<file path="config.mk">
export PLATFORM = sky130hd
export DESIGN_NAME = cau_div_step
export DESIGN_NICKNAME = d
export VERILOG_FILES = /design/src/hw/rtl/cau_pkg.sv /design/src/hw/rtl/cau_div_step.sv
export SDC_FILE = /design/constraint.sdc
export NUM_CORES = 1
export LEC_CHECK = 0
export BUFFER_PORTS_ARGS = -buffer_cell sky130_fd_sc_hd__buf_2
export CAP_MARGIN = 20
export CORE_AREA = 2 2 304 306
export DETAILED_ROUTE_END_ITERATION = 10
export DIE_AREA = 0 0 306 308
export SLEW_MARGIN = 10
export SYNTH_ARGS = -nofsm -noshare
export SYNTH_HDL_FRONTEND = slang
export SYNTH_SLANG_ARGS = --single-unit
</file>
<file path="constraint.sdc">
create_clock -name clk -period 1.5 [get_ports clk]
set_input_delay 0.3 -clock clk [delete_from_list [all_inputs] [get_ports clk]]
set_output_delay 0.3 -clock clk [all_outputs]
set_load 0.1 [all_outputs]
</file>
<file path="src/hw/rtl/cau_pkg.sv">
// shared types, constants and helper functions for the complex arithmetic unit
package cau_pkg;

    localparam int DATA_WIDTH = 32;
    localparam int FRAC_BITS  = 16;
    localparam int PROD_W     = 2 * DATA_WIDTH;
    localparam int SUM_W      = PROD_W + 1;
    localparam int NUM_W      = SUM_W + FRAC_BITS;
    localparam int QUO_W      = DATA_WIDTH;
    localparam int REM_W      = PROD_W;
    localparam int CMP_W      = REM_W + QUO_W;

    typedef enum logic [1:0] {
        OP_ADD = 2'd0,
        OP_SUB = 2'd1,
        OP_MUL = 2'd2,
        OP_DIV = 2'd3
    } op_t;

    typedef enum logic [1:0] {
        ST_OK   = 2'd0,
        ST_SAT  = 2'd1,
        ST_DIV0 = 2'd2
    } status_t;

    typedef struct packed {
        op_t                          operation;
        logic signed [DATA_WIDTH-1:0] first_real;
        logic signed [DATA_WIDTH-1:0] first_imag;
        logic signed [DATA_WIDTH-1:0] second_real;
        logic signed [DATA_WIDTH-1:0] second_imag;
    } cau_in_t;

    typedef struct packed {
        logic signed [DATA_WIDTH-1:0] result_real;
        logic signed [DATA_WIDTH-1:0] result_imag;
        status_t                      status;
    } cau_out_t;

    // values that ride alongside the divider
    typedef struct packed {
        op_t                     op;
        logic signed [SUM_W-1:0] pre_re;
        logic signed [SUM_W-1:0] pre_im;
        logic                    neg_re;
        logic                    neg_im;
        logic                    ovf_re;
        logic                    ovf_im;
        logic                    div_zero;
    } pass_t;

    typedef struct packed {
        logic [REM_W-1:0] rem;
        logic [QUO_W-1:0] quo;
    } lane_t;

    typedef struct packed {
        pass_t            pass;
        lane_t            re;
        lane_t            im;
        logic [REM_W-1:0] den;
    } stage_t;

    // one restoring division step, quotient bits shift in from the bottom
    function automatic lane_t div_step(lane_t l, logic [REM_W-1:0] den);
        logic [REM_W:0] t;
        logic [REM_W:0] diff;
        logic           ge;
        lane_t          r;
        t      = {l.rem, l.quo[QUO_W-1]};
        diff   = t - {1'b0, den};
        ge     = (t >= {1'b0, den});
        r.rem  = ge ? diff[REM_W-1:0] : t[REM_W-1:0];
        r.quo  = {l.quo[QUO_W-2:0], ge};
        return r;
    endfunction

    // clamp to the signed data range, msb of the result is the clamp flag
    function automatic logic [DATA_WIDTH:0] saturate(logic signed [SUM_W-1:0] x);
        logic signed [SUM_W-1:0] hi_lim;
        logic signed [SUM_W-1:0] lo_lim;
        hi_lim = (SUM_W'(1) <<< (DATA_WIDTH - 1)) - SUM_W'(1);
        lo_lim = -(SUM_W'(1) <<< (DATA_WIDTH - 1));
        if (x > hi_lim) begin
            return {1'b1, hi_lim[DATA_WIDTH-1:0]};
        end
        if (x < lo_lim) begin
            return {1'b1, lo_lim[DATA_WIDTH-1:0]};
        end
        return {1'b0, x[DATA_WIDTH-1:0]};
    endfunction

endpackage

</file>
<file path="src/hw/rtl/cau_div_step.sv">
// one registered restoring step of the two quotient lanes
module cau_div_step
    import cau_pkg::*;
(
    input  logic   clk,
    input  logic   rst_n,
    input  logic   advance,
    input  logic   prev_valid,
    input  stage_t prev_stage,
    output logic   cur_valid,
    output stage_t cur_stage
);

    logic   valid_reg;
    stage_t stage_reg, stage_next;

    always_comb
    begin
        stage_next    = prev_stage;
        stage_next.re = div_step(prev_stage.re, prev_stage.den);
        stage_next.im = div_step(prev_stage.im, prev_stage.den);
    end

    always_ff @(posedge clk or negedge rst_n)
    begin
        if (!rst_n)
        begin
            valid_reg <= 1'b0;
        end
        else if (advance)
        begin
            valid_reg <= prev_valid;
        end
    end

    always_ff @(posedge clk)
    begin
        if (advance)
        begin
            stage_reg <= stage_next;
        end
    end

    assign cur_valid = valid_reg;
    assign cur_stage = stage_reg;

endmodule

</file>
==> reports/qor.yml <==
power_density_nw_per_um2: 1160
clock-skew-final_ns: 0
fin_crit_sh: 1.86
finalPower_mw: 47.7
layout_common_cells: "buf_4 (676), buf_2 (594), edfxtp_1 (393), dlygate4sd3_1 (329), a21oi_1 (154)"
rsz0062_at_grt: "true"
post-route-util: 0.453
period_needed_ns: 2.79
drt_iter0_drc: 1664
root_buffer: "clkbuf_16"
cts_inserted_buffers: 48
final_common_cell: "buf_4"
ant_nets: 0
via_per_inst: 4.64
ys_async_sr_fraction: 0.00254
hp-class: "in -> reg"
power.leakage_nw: 17.7
r2r_end: "cur_valid"
wl_mm: 116
hold_end: "cur_stage[102]"
critPathMaxFanout: 5
layout.cells.non_filler: 4948
drc_errors: 0
relSlewSlack: 0.642
grt_pass1_vias: 23100
postSynthAreaPerCell_um2: 11.1
regToRegStartpoint: "cur_valid"
synthDistinctLibCells: 77
drv_slew: 0
holdCritStartpoint: "prev_stage[101]"
overflow: 0
hold_depth: 3
clk_latency_ns: 0.62
max_cap_viol_count: 0
syn_nets: 2455
final-seq-area_um2: 11800
dieHeight_um: 308
grt_pass1_wl_mm: 158
synth-seq-cells: 394
status: "finished with violations"
portBuffers: 790
grtUsageMet2: 0.446
io_pins: 791
dp_hpwl_mm: 92.8
endpoint_kind: "flip-flop"
setup_viol: 524
top_usage_layer: "met2"
coreArea_um2: 91000
worst_slew_pin_slew_ns: 0.541
ys_warn_count: 0
cts_buffer_depth: 3
ff2ff_path_depth: 1
fmaxAchievable_mhz: 358
finalWeightedCongestion: 0.905
setup.worst_path.start_class: "input port"
use_met3: 0.0583
area_growth_pct: 93.0
row_count: 111
required_ns: 1.87
nets: 4225
antenna_found_initial: 61
clkSinkCount: 394
grt_max_degree: 64
crit_type: "in -> reg"
synth_edf_count: 393
cts.clk_slew.worst_paths_ns: 0.06
violations: "setup timing"
setup_ws_ns: -1.29
initial_utilization: 0.235
dpl.cell_count: 4425
avgRoutedWirePerCell_um: 23.4
fp.dieArea_um2: 94200
synth_ff_type: "edfxtp_1"
hold_violations: 0
htree_levels: 2
cp.arrival_ns: 3.17
drt_pass1_iterations: 6
num_vias: 23000
reg2reg_slack_ns: 0.76
tritoncts: "built"
fillers: 8433
vdd_drop_max_uv: 812
synth_area_um2: 21300
grt_util_all_layers: 0.232
die_w_um: 306
multiInputGateArea_um2: 10700
ys_seq_area_frac: 0.554
drive_gt1_frac: 0.516
syn_inst: 1928
met1_usage: 0.244
-- cells in the mapped netlist (11+ instances only) --
| master | number | area [um2] |
|---|---|---|
| and3_1 | 14 | 87.6 |
| nand4_1 | 49 | 307 |
| o31ai_1 | 11 | 82.6 |
| nor2_1 | 129 | 484 |
| a31oi_1 | 17 | 106 |
| inv_1 | 103 | 387 |
| xnor2_1 | 70 | 613 |
| edfxtp_1 | 393 | 11800 |
| mux2_2 | 12 | 135 |
| ha_1 | 128 | 1600 |
| nor3_1 | 33 | 165 |
| o21ai_0 | 125 | 626 |
| buf_2 | 17 | 85.1 |
| o21ai_1 | 30 | 150 |
| o21a_1 | 13 | 97.6 |
| nand3_1 | 33 | 165 |
| nand2_1 | 175 | 657 |
| nor4_1 | 12 | 75.1 |
| a21oi_1 | 205 | 1030 |
| o21bai_1 | 21 | 158 |
| clkbuf_1 | 61 | 229 |
| and2_1 | 19 | 119 |
| o211ai_1 | 11 | 82.6 |
| xor2_1 | 49 | 429 |
| a21o_1 | 53 | 398 |
-- worst max-delay path, cell delays in order --
cell and delay (ns):
buf_8 0.10, inv_6 0.05, ha_4 0.19, nor2b_4 0.12
o31a_1 0.26, o2111a_2 0.30, o21ai_4 0.23, a31oi_4 0.19
a41o_4 0.28, a41o_1 0.22, a31oi_4 0.25, buf_6 0.20
buf_12 0.13, mux2_4 0.30
-- sequential cells by signal, indices dropped and copies added, names as in the netlist --
signal     flops
cur_valid      1
cur_stage    393
-- report_power, final --
group	leakage, nW	switching [mW]	internal, mW
logic	13.1	14.3	7.46
clock network	0.732	5.17	6.56
registers	3.86	0.613	13.6
total	17.7	20.1	27.6
-- metrics by stage --
stage | area [um2] | hold WS (ns) | TNS (ns) | setup WS, ns
global route | 41100 | 0.0204 | -225.17 | -1.32
finish | 41200 | 0.0183 | -197.09 | -1.29
global placement | 33300 | 0.0753 | -291.69 | -2.37
CTS | 40000 | 0.000312 | -216.85 | -1.31
floorplan | 22100 | 0.00441 | -160.11 | -1.39
detailed placement | 33300 | 0.0797 | -291.52 | -2.39
-- what timing repair did --
action | CTS | global route
pin swaps | 98 | 75
gates cloned | 7 | 8
hold endpoints to repair | 328 | 0
hold buffers | 329 | 0
endpoints found under the setup margin | 524 | 524
setup buffers | 54 | 19
resized for setup | 316 | 232
-- logic make-up after synthesis --
group	count (synthesis)	synth area share
AOI/OAI and AO/OA	563	0.161
xor gates and xnor gates	119	0.0489
DFF	394	0.554
adders and majority gates	130	0.0770
muxes	18	0.00938
buffers and inverters	196	0.0390
and+or+nand+nor	508	0.110
-- layer usage --
| layer | vias up | wire length, um | part of all wire |
|---|---|---|---|
| li1 | 10800 | - | - |
| met2 | 882 | 62100 | 0.54 |
| met4 | 12 | 4560 | 0.039 |
| met3 | 255 | 7990 | 0.069 |
| met1 | 11000 | 41100 | 0.35 |
| met5 | - | 73 | 0.00063 |
-- worst max-delay path by stage --
| stage | from | end | slack (ns) | cells after the start |
|---|---|---|---|---|
| floorplan | prev_stage[135] | cur_stage[105] | -1.39 | 12 |
| global placement | prev_stage[96] | cur_stage[144] | -2.37 | 13 |
| detailed placement | prev_stage[96] | cur_stage[135] | -2.39 | 14 |
| CTS | prev_stage[1] | cur_stage[120] | -1.31 | 15 |
| global route | prev_stage[9] | cur_stage[231] | -1.32 | 18 |
| finish | prev_stage[1] | cur_stage[120] | -1.29 | 14 |
-- layout make-up --
type,instances,area share
Timing Repair Buffer,1813,0.366
Sequential cell,394,0.287
Multi-Input combinational cell,1338,0.261
Tap cell,1186,0.0360
Clock buffer,58,0.0306
Inverter,103,0.0111
Clock inverter,30,0.00666
Antenna cell,26,0.00158
Note: power is estimated with default switching activity, not from simulation.
